File: config.mk
export PLATFORM = sky130hd
export DESIGN_NAME = chs_queue
export DESIGN_NICKNAME = d
export VERILOG_FILES = /design/src/rtl/chs_pkg.sv /design/src/rtl/chs_queue.sv
export SDC_FILE = /design/constraint.sdc
export NUM_CORES = 1
export LEC_CHECK = 0
export BUFFER_PORTS_ARGS = -buffer_cell sky130_fd_sc_hd__buf_2
export CORE_UTILIZATION = 54
export CTS_BUF_LIST = sky130_fd_sc_hd__clkbuf_4 sky130_fd_sc_hd__clkbuf_8
export DETAILED_ROUTE_END_ITERATION = 10
export PLACE_DENSITY = 0.9
export SYNTH_ARGS = -nofsm -noshare
export SYNTH_HDL_FRONTEND = slang
export SYNTH_SLANG_ARGS = --single-unit
File: constraint.sdc
create_clock -name clk -period 8.7 [get_ports clk]
set_input_delay 1.305 -clock clk [delete_from_list [all_inputs] [get_ports clk]]
set_output_delay 1.305 -clock clk [all_outputs]
set_load 0.1 [all_outputs]
File: src/rtl/chs_pkg.sv
// Shared types and constants of the chained hash set engine.
// No dependencies; imported by every module of the block but chs_ram.
package chs_pkg;

	localparam int MAX_BUCKETS_DEF   = 256;
	localparam int CHAIN_DEPTH_DEF   = 8;
	localparam int MAX_KEY_BYTES_DEF = 15;
	localparam int QUEUE_DEPTH       = 2;

	localparam int CFG_W     = 9;
	localparam int KEY_LO_W  = 64;
	localparam int KEY_HI_W  = 56;
	localparam int KEY_W     = KEY_LO_W + KEY_HI_W;
	localparam int LEN_W     = 4;
	localparam int IDX_W     = 8;
	localparam int BKT_MAX_W = 16;
	localparam int SLOT_W    = KEY_W + LEN_W;

	// Hash arithmetic: residues below 2^30, working sum below 2^38.
	localparam int HASH_W = 30;
	localparam int ACC_W  = 38;
	localparam logic [HASH_W-1:0] HASH_PRIME = 30'd1000000007;
	localparam logic [8:0]        HASH_MULT  = 9'd263;
	// 2^30 mod prime, used to fold the upper bits back in.
	localparam logic [26:0]       FOLD_C     = 27'd73741817;

	localparam logic [1:0] ACT_ADD  = 2'd0;
	localparam logic [1:0] ACT_DEL  = 2'd1;
	localparam logic [1:0] ACT_FIND = 2'd2;
	localparam logic [1:0] ACT_CHK  = 2'd3;

	localparam logic [1:0] KIND_FIND  = 2'd0;
	localparam logic [1:0] KIND_ENTRY = 2'd1;
	localparam logic [1:0] KIND_EMPTY = 2'd2;
	localparam logic [1:0] KIND_OVF   = 2'd3;

	// Classified request handed from front to back.
	typedef struct packed {
		logic [1:0]           action;
		logic [KEY_HI_W-1:0]  key_high;
		logic [KEY_LO_W-1:0]  key_low;
		logic [LEN_W-1:0]     key_len;
		logic [BKT_MAX_W-1:0] bucket;
		logic                 skip;
	} req_t;

endpackage

File: src/rtl/chs_queue.sv
// Small request queue between front and back.
// Depends on chs_pkg.
module chs_queue #(
	parameter int DEPTH = chs_pkg::QUEUE_DEPTH
) (
	input  logic          clk,
	input  logic          arst_n,
	input  logic          push,
	input  chs_pkg::req_t push_req,
	output logic          full,
	input  logic          pop,
	output chs_pkg::req_t head,
	output logic          empty
);
	import chs_pkg::*;

	localparam int PW = (DEPTH > 1) ? $clog2(DEPTH) : 1;
	localparam int CW = $clog2(DEPTH + 1);

	req_t          mem_q [DEPTH];
	logic [PW-1:0] wr_q;
	logic [PW-1:0] rd_q;
	logic [CW-1:0] cnt_q;

	assign full  = (cnt_q == CW'(DEPTH));
	assign empty = (cnt_q == '0);
	assign head  = mem_q[rd_q];

	always_ff @(posedge clk) begin
		if (push) begin
			mem_q[wr_q] <= push_req;
		end
	end

	always_ff @(posedge clk or negedge arst_n) begin
		if (!arst_n) begin
			wr_q  <= '0;
			rd_q  <= '0;
			cnt_q <= '0;
		end else begin
			if (push) begin
				wr_q <= (32'(wr_q) == DEPTH - 1) ? '0 : wr_q + PW'(1);
			end
			if (pop) begin
				rd_q <= (32'(rd_q) == DEPTH - 1) ? '0 : rd_q + PW'(1);
			end
			if (push && !pop) begin
				cnt_q <= cnt_q + CW'(1);
			end else if (pop && !push) begin
				cnt_q <= cnt_q - CW'(1);
			end
		end
	end
endmodule

==> results of run 1 <==
-- cells by family after synthesis --
group                      after synthesis
muxes                                  143
adders and majority gates                1
buffers and inverters                   17
and+or+nand+nor                          5
DFF                                    290
xor gates and xnor gates                 5
-- critical path: stages (launching register included) --
cell and delay (ns):
dfrtp_4 0.63, buf_4 0.79, mux2_2 0.31, buf_2 0.42
-- synth_stat cells --
cell type and number:
edfxtp_1 286, mux2_2 83, mux2_4 60, buf_2 8
buf_6 8, dfrtp_1 4, xor2_1 4, nor2_1 2
nor2b_1 2, and2_1 1, ha_1 1, inv_1 1
xnor2_1 1
-- cell usage in the layout (no fill, tap or decap), drive strengths merged --
| master | count |
|---|---|
| buf | 296 |
| edfxtp | 286 |
| mux2 | 143 |
| clkbuf | 62 |
| clkinv | 10 |
| xor2 | 4 |
| dfrtp | 4 |
| diode | 2 |
| nor2 | 2 |
| nor2b | 2 |
| inv | 1 |
| and2 | 1 |
| xnor2 | 1 |
| ha | 1 |
| bufinv | 1 |
-- how the worst max path moves through the flow --
| stage | depth (start not counted) | end | start |
|---|---|---|---|
| 2_1_floorplan | 1 | mem_q[0][0] | push |
| 3_3_place_gp | 3 | mem_q[1][95] | push |
| 3_5_place_dp | 3 | mem_q[1][34] | push |
| 4_1_cts | 3 | head[137] | rd_q |
| 5_1_grt | 3 | head[8] | rd_q |
| 6_report | 3 | head[8] | rd_q |
-- registers in the layout (all words and copies together) (netlist names) --
signal  flops
wr_q        1
rd_q        1
cnt_q       2
mem_q     286
-- metrics by stage --
step                      cells  utilization  area, sq um  hold slack (ns)
after floorplan             461            -        10700            0.455
after global placement     1006        0.640        12400            0.478
after detailed placement   1006        0.640        12400            0.474
after CTS                  1079        0.682        13300            0.507
after global routing       1080        0.682        13300            0.530
final                      1081        0.683        13300            0.510
-- layout make-up --
cell class	instances	area, sq um	area share
Sequential cell	290	8690	0.654
Multi-Input combinational cell	154	1930	0.145
Timing Repair Buffer	296	1490	0.112
Clock buffer	62	759	0.0572
Tap cell	265	332	0.0250
Clock inverter	11	70.1	0.00527
Antenna cell	2	5.00	0.000377
Inverter	1	3.75	0.000283
-- metal layers --
metal,GRT usage,up-vias
li1,-,2499
met1,0.206,2586
met2,0.325,252
met3,0.0661,56
met4,0.0877,2
met5,0,-
==> metrics.txt, run 1 <==
max_slew headroom 0.320; max-slew violations 0; reg2reg setup slack 6.07 ns; Synth Area in XOR/XNOR 0.00408; Clock Tree Buf Depth 3; GR Overflow Total 0; post-synth top area share 0.800; largest net degree at the start of global routing 76; Initial Util 0.552; Mapped Cells ~460; initial antenna violation count 2; vias in the first global route 5655; CP arrival 2.75 ns; H-Tree Level Count 2; adder-cell share of the synthesized area 0.00116; Synthesis Warnings 0; vias per cell between 4 and 5; Antenna Violating Nets Remaining 0; Final Wtd Congestion 0.743; met2 WL 10.1 mm; Final Hold Viols 0; die width 143 um; post-DP HPWL 13.0 mm; met1 wire length 7.39 mm; Synth Register Bits 290; met3 routed WL between 1.5 and 2 mm; Area Overhead vs Synth 23.7%; clk_lat worst skew approximately 0.52 ns; RR Endpoint mem_q[1][68]; Tmin final just over 4 ns; top post-synthesis cells by area edfxtp_1 80%, mux2_2 8.7%, mux2_4 8.4%; final period utilization 0.466; Fin Setup TNS 0 ns; largest family of logic cells by synthesized area multiplexers; CP Data Required Time 7.39 ns; Root Buffer clkbuf_8; CP Max Fanout 61; Routed wire per std cell 18.2 um; Fillers 1240; min-delay src cnt_q[1]; row cnt 51; Crit. End Element output pin; Worst Slack Setup Final around 4.6 ns; post-synthesis simple-gate area fraction 0.00245; clock buffer count from CTS 44; top routing layer in use met5; max cap viols 0; status completed; Max Fclk ~0.25 GHz; CTS Sinks 290; drt initial violations approximately 220; Setup WS pre-CTS 5.07 ns; Reg-to-Reg Start wr_q; Seq/Total Area, Yosys 0.809; Finish-stage setup viols 0; Reg2Reg Depth 2; DR vias 5395; crit path kind reg -> out; compound-gate portion of the synthesized area 0; final clock skew 0.0134 ns; gr usage total 0.187; Synth area leader edfxtp_1; Ports 292; setup bufs post-CTS 0; RSZ-0062 raised after global routing no; DRT Pass-1 Iters 4; CTS tree done; Clock transition at path regs approximately 0.06 ns; first-pass GRT wire length 28.5 mm; Core Area 19500 sq um; Post-Syn Area between 10000 and 15000 sq um; Post-Syn Nets 609; synth unique cells 13; worst-margin pin slew 1.02 ns; Die Span Y approximately 140 um; DRC Markers 0; Total Wirelength 19.7 mm; port bufs 291; post-CTS sizing 0; Hold Path Cell Cnt 1; worst hold path endpoint cnt_q[1]; crit start category flop; DIE AREA around 20000 sq um; syn avg cell area 23.3 sq um; layout cells sized above 1 0.623; Nets between 900 and 1000; Hold WC Path Type reg -> reg; mux cell area share after synthesis 0.171; CTS Hold Bufs 0
Power of run 1 is not shown: default switching activity piles up to over one toggle a cycle in this logic, so the estimate is an artifact.
==> run 2: changes to the inputs <==
Settings changed: ABC_AREA set to 1.
Clock period 8.7 ns to 4.1 ns, I/O delays scaled along.
==> run 2 against run 1 <==
  * Cell count rose by 1.1%
  * Critical path depth did not move
  * Die area rose by 0.18%
  * Hold slack got worse by 0.24 ns
  * Clock-buffer cell count did not move
  * Register-to-register slack got worse by 3.9 ns
  * Final area rose by 0.53%
  * Sequential share of layout area fell by 0.34 points
  * Critical path type unchanged
  * Highest routed layer is now met4
==> metrics.txt, run 2 <==
Tmin final 3.17 ns; Crit. End Element output pin; Fin Setup TNS 0 ns (unchanged); post-DP HPWL 13.5 mm (+4.1%); H-Tree Level Count 2 (unchanged); CTS tree done; synth unique cells 14 (+1); Crit path max-delay family buffers and inverters; initial antenna violation count 1 (-1); gr usage total 0.192 (+0.00433); most frequent cell after synthesis edfxtp_1; layout cells sized above 1 0.617 (-0.00570); vias per cell 4.99 (about the same); Final Hold Viols 0 (unchanged); row cnt 51 (unchanged); Clock transition at path regs 0.06 ns (about the same); CP arrival 2.55 ns (-0.20 ns); Ports 292 (unchanged); EDFF count, synth 286 (unchanged); critical path's slowest cell dfrtp_4; Max Fclk approximately 0.32 GHz; # diodes 0 (-2); Mapped Cells 470 (+2.0%); Die Span Y 143 um (about the same); Synthesis Warnings 0 (unchanged); max_slew headroom 0.506 (+0.186); Top Registers mem_q (286), cnt_q (2); Post-Syn Nets 618 (+1.5%); Largest register FFs 286 (unchanged); Post-Syn Area 10800 sq um (+0.19%); sequence of cells on the critical path buf_4, mux2_2, buf_2; most frequent cells in the layout 291 x buf_2, 286 x edfxtp_1, 83 x mux2_2, 60 x mux2_4, 47 x clkbuf_8; RSZ-0062 raised after global routing no; async set or reset register ratio after synthesis 0.0138 (unchanged); Hold Path Cell Cnt 1 (unchanged); DRC Markers 0 (unchanged); Critical path buffers and inverters 2 (unchanged); GR Overflow Total 0 (unchanged); RR Endpoint mem_q[1][108]; Finish-stage setup viols 0 (unchanged); Most used DFF post-synth edfxtp_1; Reg2Reg Depth 3 (+1); Routed wire per std cell 18.5 um (+1.6%); worst-margin pin slew 0.741 ns (-0.279 ns); status completed; Synth area leader edfxtp_1; crit start category flop; post-synth top area share 0.798 (-0.00149); drt initial violations 290 (+33%); Clock Tree Buf Depth 3 (unchanged); top post-synthesis cells by area edfxtp_1 80%, mux2_2 8.7%, mux2_4 8.4%; min-delay src push_req[30]; Core Area 19500 sq um (+0.33%); Worst path max stage delay 0.75 ns (-0.04 ns); final period utilization 0.773; Biggest register mem_q; clock buffer count from CTS 45 (+2.3%); Synth Register Bits 290 (unchanged); DRT Pass-1 Iters 4 (unchanged); Root Buffer clkbuf_8; reg2reg setup slack 2.20 ns (-3.87 ns); vias in the first global route 5762 (+1.9%); Initial Util 0.551 (-0.000778); synth cell count leaders 286 x edfxtp_1, 83 x mux2_2, 60 x mux2_4; final clock skew 0.00987 ns (-0.00350 ns); Hold WC Path Type in -> reg; CP Max Fanout 38 (-38%); Nets 949 (+1.5%); clk_lat worst skew 0.53 ns (about the same); worst hold path endpoint mem_q[0][30]; CP Data Required Time 3.48 ns (-3.91 ns); largest net degree at the start of global routing 73 (-3.9%); Final Wtd Congestion 0.805 (+8.3%); max cap viols 0 (unchanged); Seq/Total Area, Yosys 0.807 (-0.00151); Area Overhead vs Synth 24.1%; CTS Sinks 290 (unchanged); max-slew violations 0 (unchanged); port bufs 291 (unchanged); crit path kind reg -> out; Antenna Violating Nets Remaining 0 (unchanged); Total Wirelength 20.2 mm (+2.7%); Reg-to-Reg Start wr_q; DIE AREA 20500 sq um (+0.18%); setup bufs post-CTS 0 (unchanged); die width 143 um (about the same); leading cell type in the layout, fill and taps excluded buf_2; first-pass GRT wire length 29.1 mm (+2.0%); syn avg cell area 22.9 sq um (-1.7%); DR vias 5453 (+1.1%)
## run 2: changes by cell type after synthesis, sizes merged, moves of 2 or more
cell / change
inv: +6
xor2: -2
nor2b: -2
nand2: +5
## run 2: worst register-to-register path: stages (launching register included)
cell and delay (ns):
dfrtp_1 0.42, nand2_1 0.14, inv_6 0.46, buf_4 0.52
## run 2: worst max-delay path by stage
stage,startpoint,end,slack [ns],depth (start not counted)
after detailed placement,rd_q,head[15],1.46,3
after CTS,rd_q,head[15],0.89,3
after global routing,rd_q,head[139],0.81,3
after global placement,rd_q,head[128],1.51,3
final,rd_q,head[139],0.93,3
after floorplan,push,mem_q[1][0],0.17,2
## run 2: cells by family after synthesis
logic type	after synthesis	share of synthesized area
DFF	290	0.807
muxes	143	0.171
buffers and inverters	23	0.0145
and+or+nand+nor	10	0.00384
xor gates and xnor gates	3	0.00244
adders and majority gates	1	0.00116
## run 2: layout make-up
class,instances,area (sq um)
multi-input cells,157,1920
clock inverters,12,77.6
fillers,1252,6170
well taps,265,332
clock buffers,62,759
flip-flops and latches,290,8690
repair buffers,300,1540
inverters,7,31.3
## run 2: timing repair
action / in CTS / in global routing
gates resized for setup: 0 / 0
hold buffers: 1 / 0
hold endpoints to repair: 4 / 0
## run 2: through the flow
| step | hold slack, ns | setup WS (ns) | util | area [sq um] | std cells |
|---|---|---|---|---|---|
| after floorplan | 0.319 | 0.170 | - | 10800 | 470 |
| after global placement | 0.432 | 1.51 | 0.641 | 12500 | 1018 |
| after detailed placement | 0.433 | 1.46 | 0.641 | 12500 | 1018 |
| after CTS | 0.232 | 0.889 | 0.684 | 13400 | 1093 |
| after global routing | 0.232 | 0.814 | 0.684 | 13400 | 1093 |
| final | 0.272 | 0.931 | 0.684 | 13400 | 1093 |
## run 2: per-layer routing
metal | track usage | wire length [um] | up-vias | share of wire
li1 | - | - | 2519 | -
met1 | 0.210 | 7490 | 2663 | 0.37
met2 | 0.342 | 10700 | 235 | 0.53
met3 | 0.0664 | 1710 | 36 | 0.084
met4 | 0.0719 | 363 | 0 | 0.018
met5 | 0 | 0 | - | 0
Power of run 2 is left out for the same reason.
