File: config.mk
export PLATFORM = sky130hd
export DESIGN_NAME = chs_front
export DESIGN_NICKNAME = d
export VERILOG_FILES = /design/src/rtl/chs_pkg.sv /design/src/rtl/chs_front.sv
export SDC_FILE = /design/constraint.sdc
export NUM_CORES = 1
export LEC_CHECK = 0
export ABC_AREA = 0
export BUFFER_PORTS_ARGS = -buffer_cell sky130_fd_sc_hd__buf_2
export CAP_MARGIN = 20
export CELL_PAD_IN_SITES_DETAIL_PLACEMENT = 1
export CELL_PAD_IN_SITES_GLOBAL_PLACEMENT = 2
export CORE_ASPECT_RATIO = 2
export CORE_MARGIN = 10
export CORE_UTILIZATION = 42
export CTS_BUF_LIST = sky130_fd_sc_hd__clkbuf_2 sky130_fd_sc_hd__clkbuf_4 sky130_fd_sc_hd__clkbuf_8
export CTS_CLUSTER_SIZE = 14
export DETAILED_ROUTE_END_ITERATION = 6
export PLACE_DENSITY = 0.92
export SLEW_MARGIN = 20
export SYNTH_ARGS = -nofsm -noshare
export SYNTH_HDL_FRONTEND = slang
export SYNTH_SLANG_ARGS = --single-unit
File: constraint.sdc
create_clock -name clk -period 13.8 [get_ports clk]
set_input_delay 3.45 -clock clk [delete_from_list [all_inputs] [get_ports clk]]
set_output_delay 3.45 -clock clk [all_outputs]
set_load 0.01 [all_outputs]
File: src/rtl/chs_pkg.sv
// Shared types and constants of the chained hash set engine.
// No dependencies; imported by every module of the block but chs_ram.
package chs_pkg;

	localparam int MAX_BUCKETS_DEF   = 256;
	localparam int CHAIN_DEPTH_DEF   = 8;
	localparam int MAX_KEY_BYTES_DEF = 15;
	localparam int QUEUE_DEPTH       = 2;

	localparam int CFG_W     = 9;
	localparam int KEY_LO_W  = 64;
	localparam int KEY_HI_W  = 56;
	localparam int KEY_W     = KEY_LO_W + KEY_HI_W;
	localparam int LEN_W     = 4;
	localparam int IDX_W     = 8;
	localparam int BKT_MAX_W = 16;
	localparam int SLOT_W    = KEY_W + LEN_W;

	// Hash arithmetic: residues below 2^30, working sum below 2^38.
	localparam int HASH_W = 30;
	localparam int ACC_W  = 38;
	localparam logic [HASH_W-1:0] HASH_PRIME = 30'd1000000007;
	localparam logic [8:0]        HASH_MULT  = 9'd263;
	// 2^30 mod prime, used to fold the upper bits back in.
	localparam logic [26:0]       FOLD_C     = 27'd73741817;

	localparam logic [1:0] ACT_ADD  = 2'd0;
	localparam logic [1:0] ACT_DEL  = 2'd1;
	localparam logic [1:0] ACT_FIND = 2'd2;
	localparam logic [1:0] ACT_CHK  = 2'd3;

	localparam logic [1:0] KIND_FIND  = 2'd0;
	localparam logic [1:0] KIND_ENTRY = 2'd1;
	localparam logic [1:0] KIND_EMPTY = 2'd2;
	localparam logic [1:0] KIND_OVF   = 2'd3;

	// Classified request handed from front to back.
	typedef struct packed {
		logic [1:0]           action;
		logic [KEY_HI_W-1:0]  key_high;
		logic [KEY_LO_W-1:0]  key_low;
		logic [LEN_W-1:0]     key_len;
		logic [BKT_MAX_W-1:0] bucket;
		logic                 skip;
	} req_t;

endpackage

File: src/rtl/chs_front.sv
// Front end: accept requests, mask keys, hash and reduce to a bucket.
// Depends on chs_pkg.
module chs_front #(
	parameter int MAX_BUCKETS   = chs_pkg::MAX_BUCKETS_DEF,
	parameter int MAX_KEY_BYTES = chs_pkg::MAX_KEY_BYTES_DEF
) (
	input  logic                          clk,
	input  logic                          arst_n,
	input  logic [chs_pkg::CFG_W-1:0]     modulus,
	input  logic                          in_valid,
	output logic                          in_stall,
	input  logic [1:0]                    action,
	input  logic [chs_pkg::KEY_LO_W-1:0]  key_low,
	input  logic [chs_pkg::KEY_HI_W-1:0]  key_high,
	input  logic [chs_pkg::LEN_W-1:0]     key_length,
	input  logic [chs_pkg::IDX_W-1:0]     bucket_index,
	output logic                          q_push,
	input  logic                          q_full,
	output chs_pkg::req_t                 q_req
);
	import chs_pkg::*;

	localparam logic [1:0] F_IDLE = 2'd0;
	localparam logic [1:0] F_HASH = 2'd1;
	localparam logic [1:0] F_DIV  = 2'd2;
	localparam logic [1:0] F_PUSH = 2'd3;

	logic [1:0]         state_q;
	req_t               req_q;
	logic [KEY_W-1:0]   key_q;
	logic [ACC_W-1:0]   acc_q;
	logic [LEN_W-1:0]   cnt_q;
	logic [HASH_W-1:0]  h_q;
	logic [CFG_W:0]     rem_q;
	logic [4:0]         bit_q;

	logic [CFG_W-1:0]   live;
	logic [LEN_W-1:0]   len_sat;
	logic [KEY_W-1:0]   key_in;
	logic [KEY_W-1:0]   key_mask;
	logic [HASH_W-1:0]  acc_red;
	logic [LEN_W-1:0]   byte_sel;
	logic [7:0]         cur_byte;
	logic [CFG_W:0]     rem_sh;

	always_comb begin
		if (modulus == '0) begin
			live = CFG_W'(1);
		end else if (32'(modulus) > MAX_BUCKETS) begin
			live = CFG_W'(MAX_BUCKETS);
		end else begin
			live = modulus;
		end
		len_sat = (32'(key_length) > MAX_KEY_BYTES) ? LEN_W'(MAX_KEY_BYTES) : key_length;
		key_in  = {key_high, key_low};
		for (int i = 0; i < KEY_W / 8; i++) begin
			key_mask[8*i +: 8] = (i < 32'(len_sat)) ? 8'hFF : 8'h00;
		end
		acc_red  = (acc_q[HASH_W-1:0] >= HASH_PRIME) ? acc_q[HASH_W-1:0] - HASH_PRIME
			: acc_q[HASH_W-1:0];
		byte_sel = cnt_q - LEN_W'(1);
		cur_byte = key_q[8*byte_sel +: 8];
		rem_sh   = {rem_q[CFG_W-1:0], h_q[HASH_W-1]};
	end

	assign in_stall = (state_q != F_IDLE);
	assign q_push   = (state_q == F_PUSH) && !q_full;
	assign q_req    = req_q;

	always_ff @(posedge clk or negedge arst_n) begin
		if (!arst_n) begin
			state_q <= F_IDLE;
		end else begin
			unique case (state_q)
				F_IDLE: begin
					if (in_valid) begin
						req_q.action   <= action;
						req_q.key_low  <= key_in[KEY_LO_W-1:0] & key_mask[KEY_LO_W-1:0];
						req_q.key_high <= key_in[KEY_W-1:KEY_LO_W] & key_mask[KEY_W-1:KEY_LO_W];
						req_q.key_len  <= len_sat;
						key_q          <= key_in & key_mask;
						acc_q          <= '0;
						cnt_q          <= len_sat;
						if (action == ACT_CHK) begin
							req_q.bucket <= BKT_MAX_W'(bucket_index);
							req_q.skip   <= ({1'b0, bucket_index} >= live);
							state_q      <= F_PUSH;
						end else if (len_sat == '0) begin
							req_q.bucket <= '0;
							req_q.skip   <= 1'b1;
							state_q      <= F_PUSH;
						end else begin
							req_q.skip <= 1'b0;
							state_q    <= F_HASH;
						end
					end
				end
				F_HASH: begin
					// Fold the bits above 2^30 back in until the sum is small.
					if (acc_q[ACC_W-1:HASH_W] != '0) begin
						acc_q <= ACC_W'(acc_q[ACC_W-1:HASH_W]) * ACC_W'(FOLD_C)
							+ ACC_W'(acc_q[HASH_W-1:0]);
					end else if (cnt_q == '0) begin
						h_q     <= acc_red;
						rem_q   <= '0;
						bit_q   <= 5'(HASH_W);
						state_q <= F_DIV;
					end else begin
						acc_q <= ACC_W'(acc_red) * ACC_W'(HASH_MULT) + ACC_W'(cur_byte);
						cnt_q <= byte_sel;
					end
				end
				F_DIV: begin
					if (bit_q == '0) begin
						req_q.bucket <= BKT_MAX_W'(rem_q);
						state_q      <= F_PUSH;
					end else begin
						rem_q <= (rem_sh >= {1'b0, live}) ? rem_sh - {1'b0, live} : rem_sh;
						h_q   <= {h_q[HASH_W-2:0], 1'b0};
						bit_q <= bit_q - 5'd1;
					end
				end
				F_PUSH: begin
					if (!q_full) begin
						state_q <= F_IDLE;
					end
				end
				default: state_q <= F_IDLE;
			endcase
		end
	end
endmodule

==> results_dict.tcl, run 1 <==
set metrics [dict create \
    outcome "complete, no violations" \
    dpl.cell_count 2711 \
    place.gp.congestion 0.9795 \
    overflow 0 \
    area_growth_pct 14.34 \
    fin_util_pct 48.39 \
    synthCells 1819 \
    crit_type "reg2reg" \
    ys.warnings.count 0 \
    ant_nets 0 \
    synth-edff-count 224 \
    grt_max_degree 69 \
    multiInputGateArea_sq_um 12470 \
    netlist.area_leader.share_pct 33.56 \
    fin_crit_sh_pct 61.08 \
    core_sq_um 47360 \
    cts_tree "yes" \
    fillers 5261 \
    cp-start-kind "register" \
    wirelength_microns 72810 \
    fin_ws_ns 5.371 \
    die_h_microns 328.9 \
    critPathBufInv 2 \
    rows 113 \
    critPathCaptureType "register" \
    setup_viol 0 \
    die-area_sq_um 57390 \
    worstPathCellList "nor3_1 > nand2_1 > or4b_4 > a31oi_4 > nand2_4 > or3_1 > xnor2_1 > fa_1 > ha_1 > ha_1 > inv_1 > fa_1 > inv_1 > ha_1 > o21ai_0 > o21ai_0 > nand4_1 > a31oi_1 > a21oi_1 > o41ai_1 > a31oi_1 > or4_1 > nand2_1" \
    seq_area_frac_synth_pct 33.81 \
    cts_buffers 35 \
    critical_path_required_ns 14.24 \
    cts_setup_buffers 0 \
    clock-sinks 226 \
    synth_area_sq_um 20040 \
    rsz0062_at_grt "false" \
    num_vias 15760 \
    synth.area.top_cells "edfxtp_1 34%, ha_1 17%, fa_1 12%" \
    htreeDepth 2 \
    grt_pass1_wl_microns 109700 \
    drt_iter0_markers 671 \
    drive_gt1_share_pct 20.52 \
    wl_met1_microns 21560 \
    die_w_microns 174.5 \
    hp-class "reg2reg" \
    cpPeakStageDelay_ns 0.71 \
    fin_setup_tns_ns 0 \
    top_layer "met4" \
    avgSynthCellArea_sq_um 11.02 \
    hpwl_microns 61800 \
    ys_seq_elements 226 \
    stdcell_count 2769 \
    yosysUniqueCellTypes 71 \
    cp_max_fo 10 \
    cp.arrival_ns 8.87 \
    tightest_slew_ns 1.079 \
    drc 0 \
    async_flop_share_pct 0.8850 \
    finalHoldViolCount 0 \
    cts-root-buf "clkbuf_8" \
    drv_cap 0 \
    grtUsageTotal_pct 25.11 \
    io_pins 292 \
    io_buffer_count 285 \
    route.met3.wl_microns 3823 \
    seqCellArea_sq_um 6777 \
    drv_slew 0 \
    ys.flop_type "edfxtp_1" \
    avgViaCountPerCell 5.691 \
    period_minus_slack_ns 8.429 \
    cp_common_cell "ha_1" \
    initial_core_util_pct 42.32 \
    met2_length_microns 41700 \
    antenna_found_initial 2 \
    crit_slowest_cell "xnor2_1" \
    crit_family "simple AND/OR/NAND/NOR gates" \
    finClkSkew_ns 0.02226 \
    cts.path.max_buffers 3 \
    slew_headroom_pct 27.43 \
    yosysTopAreaCell "edfxtp_1" \
    dp_slack_ns 5.418 \
    grt_pass1_vias 18410 \
    cts_hold_buf 0 \
    path_clk_slew_ns 0.06 \
    fmax_ghz 0.1186 \
    drt-pass1-iter-count 4 \
    wire_per_inst_microns 26.29 \
    clock_latency_ns 0.58 \
    final_nets 2650 \
    postCtsResizedCells 0 \
]
==> flip-flops by register name (all words and copies together) (netlist names) <==
register	flops
h_q	30
rem_q	10
cnt_q	4
acc_q	38
key_q	1
q_req	136
state_q	2
bit_q	5
==> kinds of logic (layout without fill, tap and decap cells) <==
group | after synthesis | in the layout | share of synthesized area [%]
adders and majority gates | 388 | 388 | 28.66
xor gates and xnor gates | 115 | 115 | 5.194
buffers and inverters | 219 | 530 | 4.232
AOI/OAI and AO/OA | 349 | 349 | 11.16
and+or+nand+nor | 450 | 450 | 11.34
muxes | 71 | 71 | 5.581
DFF | 226 | 226 | 33.81
other | 1 | 8 | 0.01871
==> metrics by stage <==
step | hold slack [ns] | area, sq um
finish | 0.5315 | 22920
detailed placement | 0.5186 | 22250
CTS | 0.5323 | 22910
floorplan | 0.4874 | 20060
global placement | 0.5000 | 22250
global route | 0.5456 | 22920
==> tightest hold or removal path, cell delays in order (launching register included) <==
cell      delay [ns]
edfxtp_1        0.32
nand2_1         0.06
nand2_1         0.05
==> final cells by class <==
class	count	share of cell area (%)
timing repair buffer	306	6.912
tap	632	3.450
clock inverter	17	0.6060
clock buffer	39	2.260
multi-input combinational	1379	54.43
inverter	168	2.752
sequential	226	29.57
antenna	2	0.02184
==> final timing paths <==
kind	from	to	cells after the start	slack [ns]
max	acc_q[6]	acc_q[37]	23	5.37
min	h_q[26]	h_q[27]	2	0.53
max reg2reg	acc_q[6]	acc_q[37]	23	5.37
min reg2reg	h_q[26]	h_q[27]	2	0.53
max in group asynchronous	arst_n	state_q[1]	1	11.01
min in group asynchronous	arst_n	state_q[0]	1	2.67
==> per-layer routing <==
metal	global-route usage [%]	vias up
met1	20.77	7873
met3	4.564	223
met5	0	-
met4	17.97	0
li1	-	7089
met2	50.86	572
==> cells in the mapped netlist, types with 8 or more instances <==
master / instances
a211oi_1: 19
a21o_1: 49
a21oi_1: 96
a31oi_1: 15
and2_1: 64
and3_1: 27
clkbuf_1: 40
edfxtp_1: 224
fa_1: 119
ha_1: 268
inv_1: 166
mux2_2: 26
mux2i_1: 15
mux4_2: 30
nand2_1: 125
nand3_1: 18
nand4_1: 11
nor2_1: 95
nor2b_1: 57
nor3_1: 13
o211ai_1: 8
o21a_1: 8
o21ai_0: 70
o21bai_1: 14
o22ai_1: 16
o31ai_1: 10
xnor2_1: 78
xor2_1: 34
==> cells in the final DEF, fill, tap and decap left out, types with 18 or more instances in the layout <==
| master | synthesis | layout |
|---|---|---|
| inv_1 | 166 | 166 |
| edfxtp_1 | 224 | 224 |
| nor2_1 | 95 | 95 |
| ha_1 | 268 | 268 |
| a21oi_1 | 96 | 95 |
| mux2_2 | 26 | 26 |
| and3_1 | 27 | 25 |
| nor2b_1 | 57 | 57 |
| and2_1 | 64 | 64 |
| xnor2_1 | 78 | 77 |
| clkbuf_8 | 0 | 36 |
| a211oi_1 | 19 | 19 |
| nand3_1 | 18 | 18 |
| nand2_1 | 125 | 125 |
| mux4_2 | 30 | 30 |
| buf_4 | 7 | 21 |
| o21ai_0 | 70 | 70 |
| xor2_1 | 34 | 34 |
| a21o_1 | 49 | 49 |
| fa_1 | 119 | 119 |
| buf_2 | 0 | 285 |
Power of run 1 is not shown: default switching activity piles up to over one toggle a cycle in this logic, so the estimate is an artifact.
==> run 2: changes to the inputs <==
Settings changed: ABC_AREA 0 to 1, CORE_UTILIZATION 42 to 36, PLACE_DENSITY 0.92 to 0.87.
Clock period 13.8 ns to 8.15 ns, I/O delays scaled along.
==> run 2 against run 1 <==
Compared with the run above: die area grew 25%; largest cell class unchanged; global-route usage shrank 0.94 points; highest routed layer unchanged; non-clock buffer count is the same; synthesized area grew 9.7%.
==> results_dict.tcl, run 2 <==
set metrics [dict create \
    synth-edff-count 224 \
    hp-start "h_q[8]" \
    drt-pass1-iter-count 5 \
    synthCells 2652 \
    htreeDepth 2 \
    reg2reg_slack_ns 0.88 \
    r2r-end "acc_q[27]" \
    cts-root-buf "clkbuf_8" \
    grt_pass1_wl_microns 133600 \
    crit_type "reg2reg" \
    critPathCaptureType "register" \
    hpwl_microns 75890 \
    outcome "complete, no violations" \
    ys.flop_type "edfxtp_1" \
    cp.arrival_ns 7.60 \
    die_h_microns 369.5 \
    die_w_microns 194.7 \
    slew_headroom_pct 28.45 \
    grt_pass1_vias 22790 \
    ant_nets 0 \
    reg2reg_from "acc_q[0]" \
    async_flop_share_pct 0.8850 \
    fmax_ghz 0.1376 \
    clock-sinks 226 \
    period_minus_slack_ns 7.269 \
    cp_max_fo 23 \
    reg2reg_depth 26 \
    synth_area_sq_um 21990 \
    largest_reg_flops 136 \
    final_nets 3487 \
    finClkSkew_ns 0.06666 \
    grt_max_degree 127 \
    num_vias 19680 \
    drv_cap 0 \
    final_common_cell "inv_1" \
    io_pins 292 \
    hp-class "reg2reg" \
    place.gp.congestion 0.9464 \
    cp-start-kind "register" \
    synth.most_common_cell "inv_1" \
    core_sq_um 60700 \
    drv_slew 0 \
    cts_tree "yes" \
    clock_latency_ns 0.65 \
    cts_buffers 40 \
    seq_area_frac_synth_pct 30.82 \
    initial_core_util_pct 36.22 \
    ys.warnings.count 0 \
    min_to "h_q[9]" \
    overflow 0 \
    ys_seq_elements 226 \
    setup_viol 0 \
    synth.area.top_cells "edfxtp_1 31%, ha_1 15%, fa_1 11%" \
    antenna_found_initial 1 \
    rows 128 \
    fin_setup_tns_ns 0 \
    tightest_slew_ns 1.073 \
    avgSynthCellArea_sq_um 8.290 \
    cts_hold_buf 0 \
    critical_path_required_ns 8.48 \
    io_buffer_count 285 \
    drive_gt1_share_pct 14.19 \
    grtUsageTotal_pct 24.17 \
    rsz0062_at_grt "false" \
    path_clk_slew_ns 0.08 \
    wirelength_microns 88660 \
    area_growth_pct 14.63 \
    yosysUniqueCellTypes 56 \
    postCtsResizedCells 0 \
    drc 0 \
    wire_per_inst_microns 23.56 \
    fin_crit_sh_pct 89.20 \
    drt_iter0_markers 682 \
    yosysTopAreaCell "edfxtp_1" \
    cts.path.max_buffers 3 \
    finalHoldViolCount 0 \
    die-area_sq_um 71960 \
    avgViaCountPerCell 5.229 \
    cts_setup_buffers 0 \
    synth_commonest_cells "477 x inv_1, 462 x nand2_1, 320 x nor2_1" \
    whs_path_depth 2 \
    layout_common_cells "476 x inv_1, 462 x nand2_1, 319 x nor2_1" \
    netlist.area_leader.share_pct 30.59 \
]
==> run 2: changes by cell type after synthesis, sizes merged, moves of 57 or more <==
cell | before | now
nor2 | 95 | 321
xnor2 | 79 | 18
o21ai | 71 | 169
and2 | 64 | 3
nor2b | 57 | 0
a21oi | 96 | 156
nand3 | 18 | 122
inv | 166 | 482
nand2 | 126 | 477
==> run 2: routing by layer <==
metal | up-vias | routed length, microns | global-route usage (%)
met5 | - | 0 | 0
met4 | 0 | 7954 | 18.88
met3 | 232 | 4653 | 4.912
met2 | 567 | 48640 | 47.53
met1 | 9579 | 27410 | 20.32
li1 | 9300 | - | -
==> run 2: cell type report <==
cell class | count | area, sq um
Fill cell | 7391 | 35500
Multi-Input combinational cell | 1895 | 13190
Sequential cell | 226 | 6777
Inverter | 484 | 1817
Timing Repair Buffer | 306 | 1617
Tap cell | 780 | 975.9
Clock buffer | 49 | 636.9
Clock inverter | 22 | 191.4
Antenna cell | 1 | 2.502
==> run 2: cells by family (layout without fill, tap and decap cells) <==
| kind of cell | count (synthesis) | in the layout | share of synthesized area [%] |
|---|---|---|---|
| AND/OR/NAND/NOR | 1006 | 1006 | 19.22 |
| buffers and inverters | 536 | 861 | 9.396 |
| AO/OA/AOI/OAI | 436 | 436 | 11.32 |
| adder cells (fa/ha/maj) | 387 | 387 | 26.09 |
| flip-flops | 226 | 226 | 30.82 |
| XOR/XNOR | 60 | 60 | 3.141 |
| other | 1 | 7 | 0.01706 |
==> run 2: how the worst max path moves through the flow <==
stage	depth (start not counted)	to	startpoint
2_1_floorplan	2	key_q[63]	in_valid
3_3_place_gp	26	acc_q[27]	acc_q[0]
3_5_place_dp	26	acc_q[27]	acc_q[0]
4_1_cts	26	acc_q[27]	acc_q[0]
5_1_grt	26	acc_q[27]	acc_q[0]
6_report	26	acc_q[27]	acc_q[0]
==> run 2: through the flow <==
| stage | hold slack (ns) | worst slack [ns] | std cells | instance area, sq um | utilization, % |
|---|---|---|---|---|---|
| final | 0.4855 | 0.8805 | 3763 | 25200 | 41.52 |
| after global routing | 0.5351 | 0.5277 | 3763 | 25200 | 41.52 |
| after CTS | 0.4998 | 0.8278 | 3761 | 25170 | 41.47 |
| after detailed placement | 0.5032 | 0.8974 | 3690 | 24340 | 40.11 |
| after global placement | 0.5013 | 1.070 | 3690 | 24340 | 40.11 |
| after floorplan | 0.4814 | 0.1490 | 2657 | 22000 | - |
==> run 2: worst max-delay path, stage by stage (launching register included) <==
cell      delay (ns)
edfxtp_1        0.45
ha_1            0.26
nand2_1         0.09
nand2_1         0.08
nor2_1          0.44
o21bai_2        0.24
nand2_1         0.15
nand2_4         0.24
inv_1           0.26
nor2_1          0.08
xor2_1          0.70
fa_1            0.58
ha_1            0.30
ha_1            0.28
inv_1           0.06
fa_1            0.53
inv_1           0.04
ha_1            0.35
nand2_1         0.14
o21ai_0         0.28
nor2_1          0.12
o21ai_0         0.50
nand3_1         0.26
nand2_1         0.12
nand2_1         0.05
nand3_1         0.21
a21oi_1         0.10
Power of run 2 is left out for the same reason.
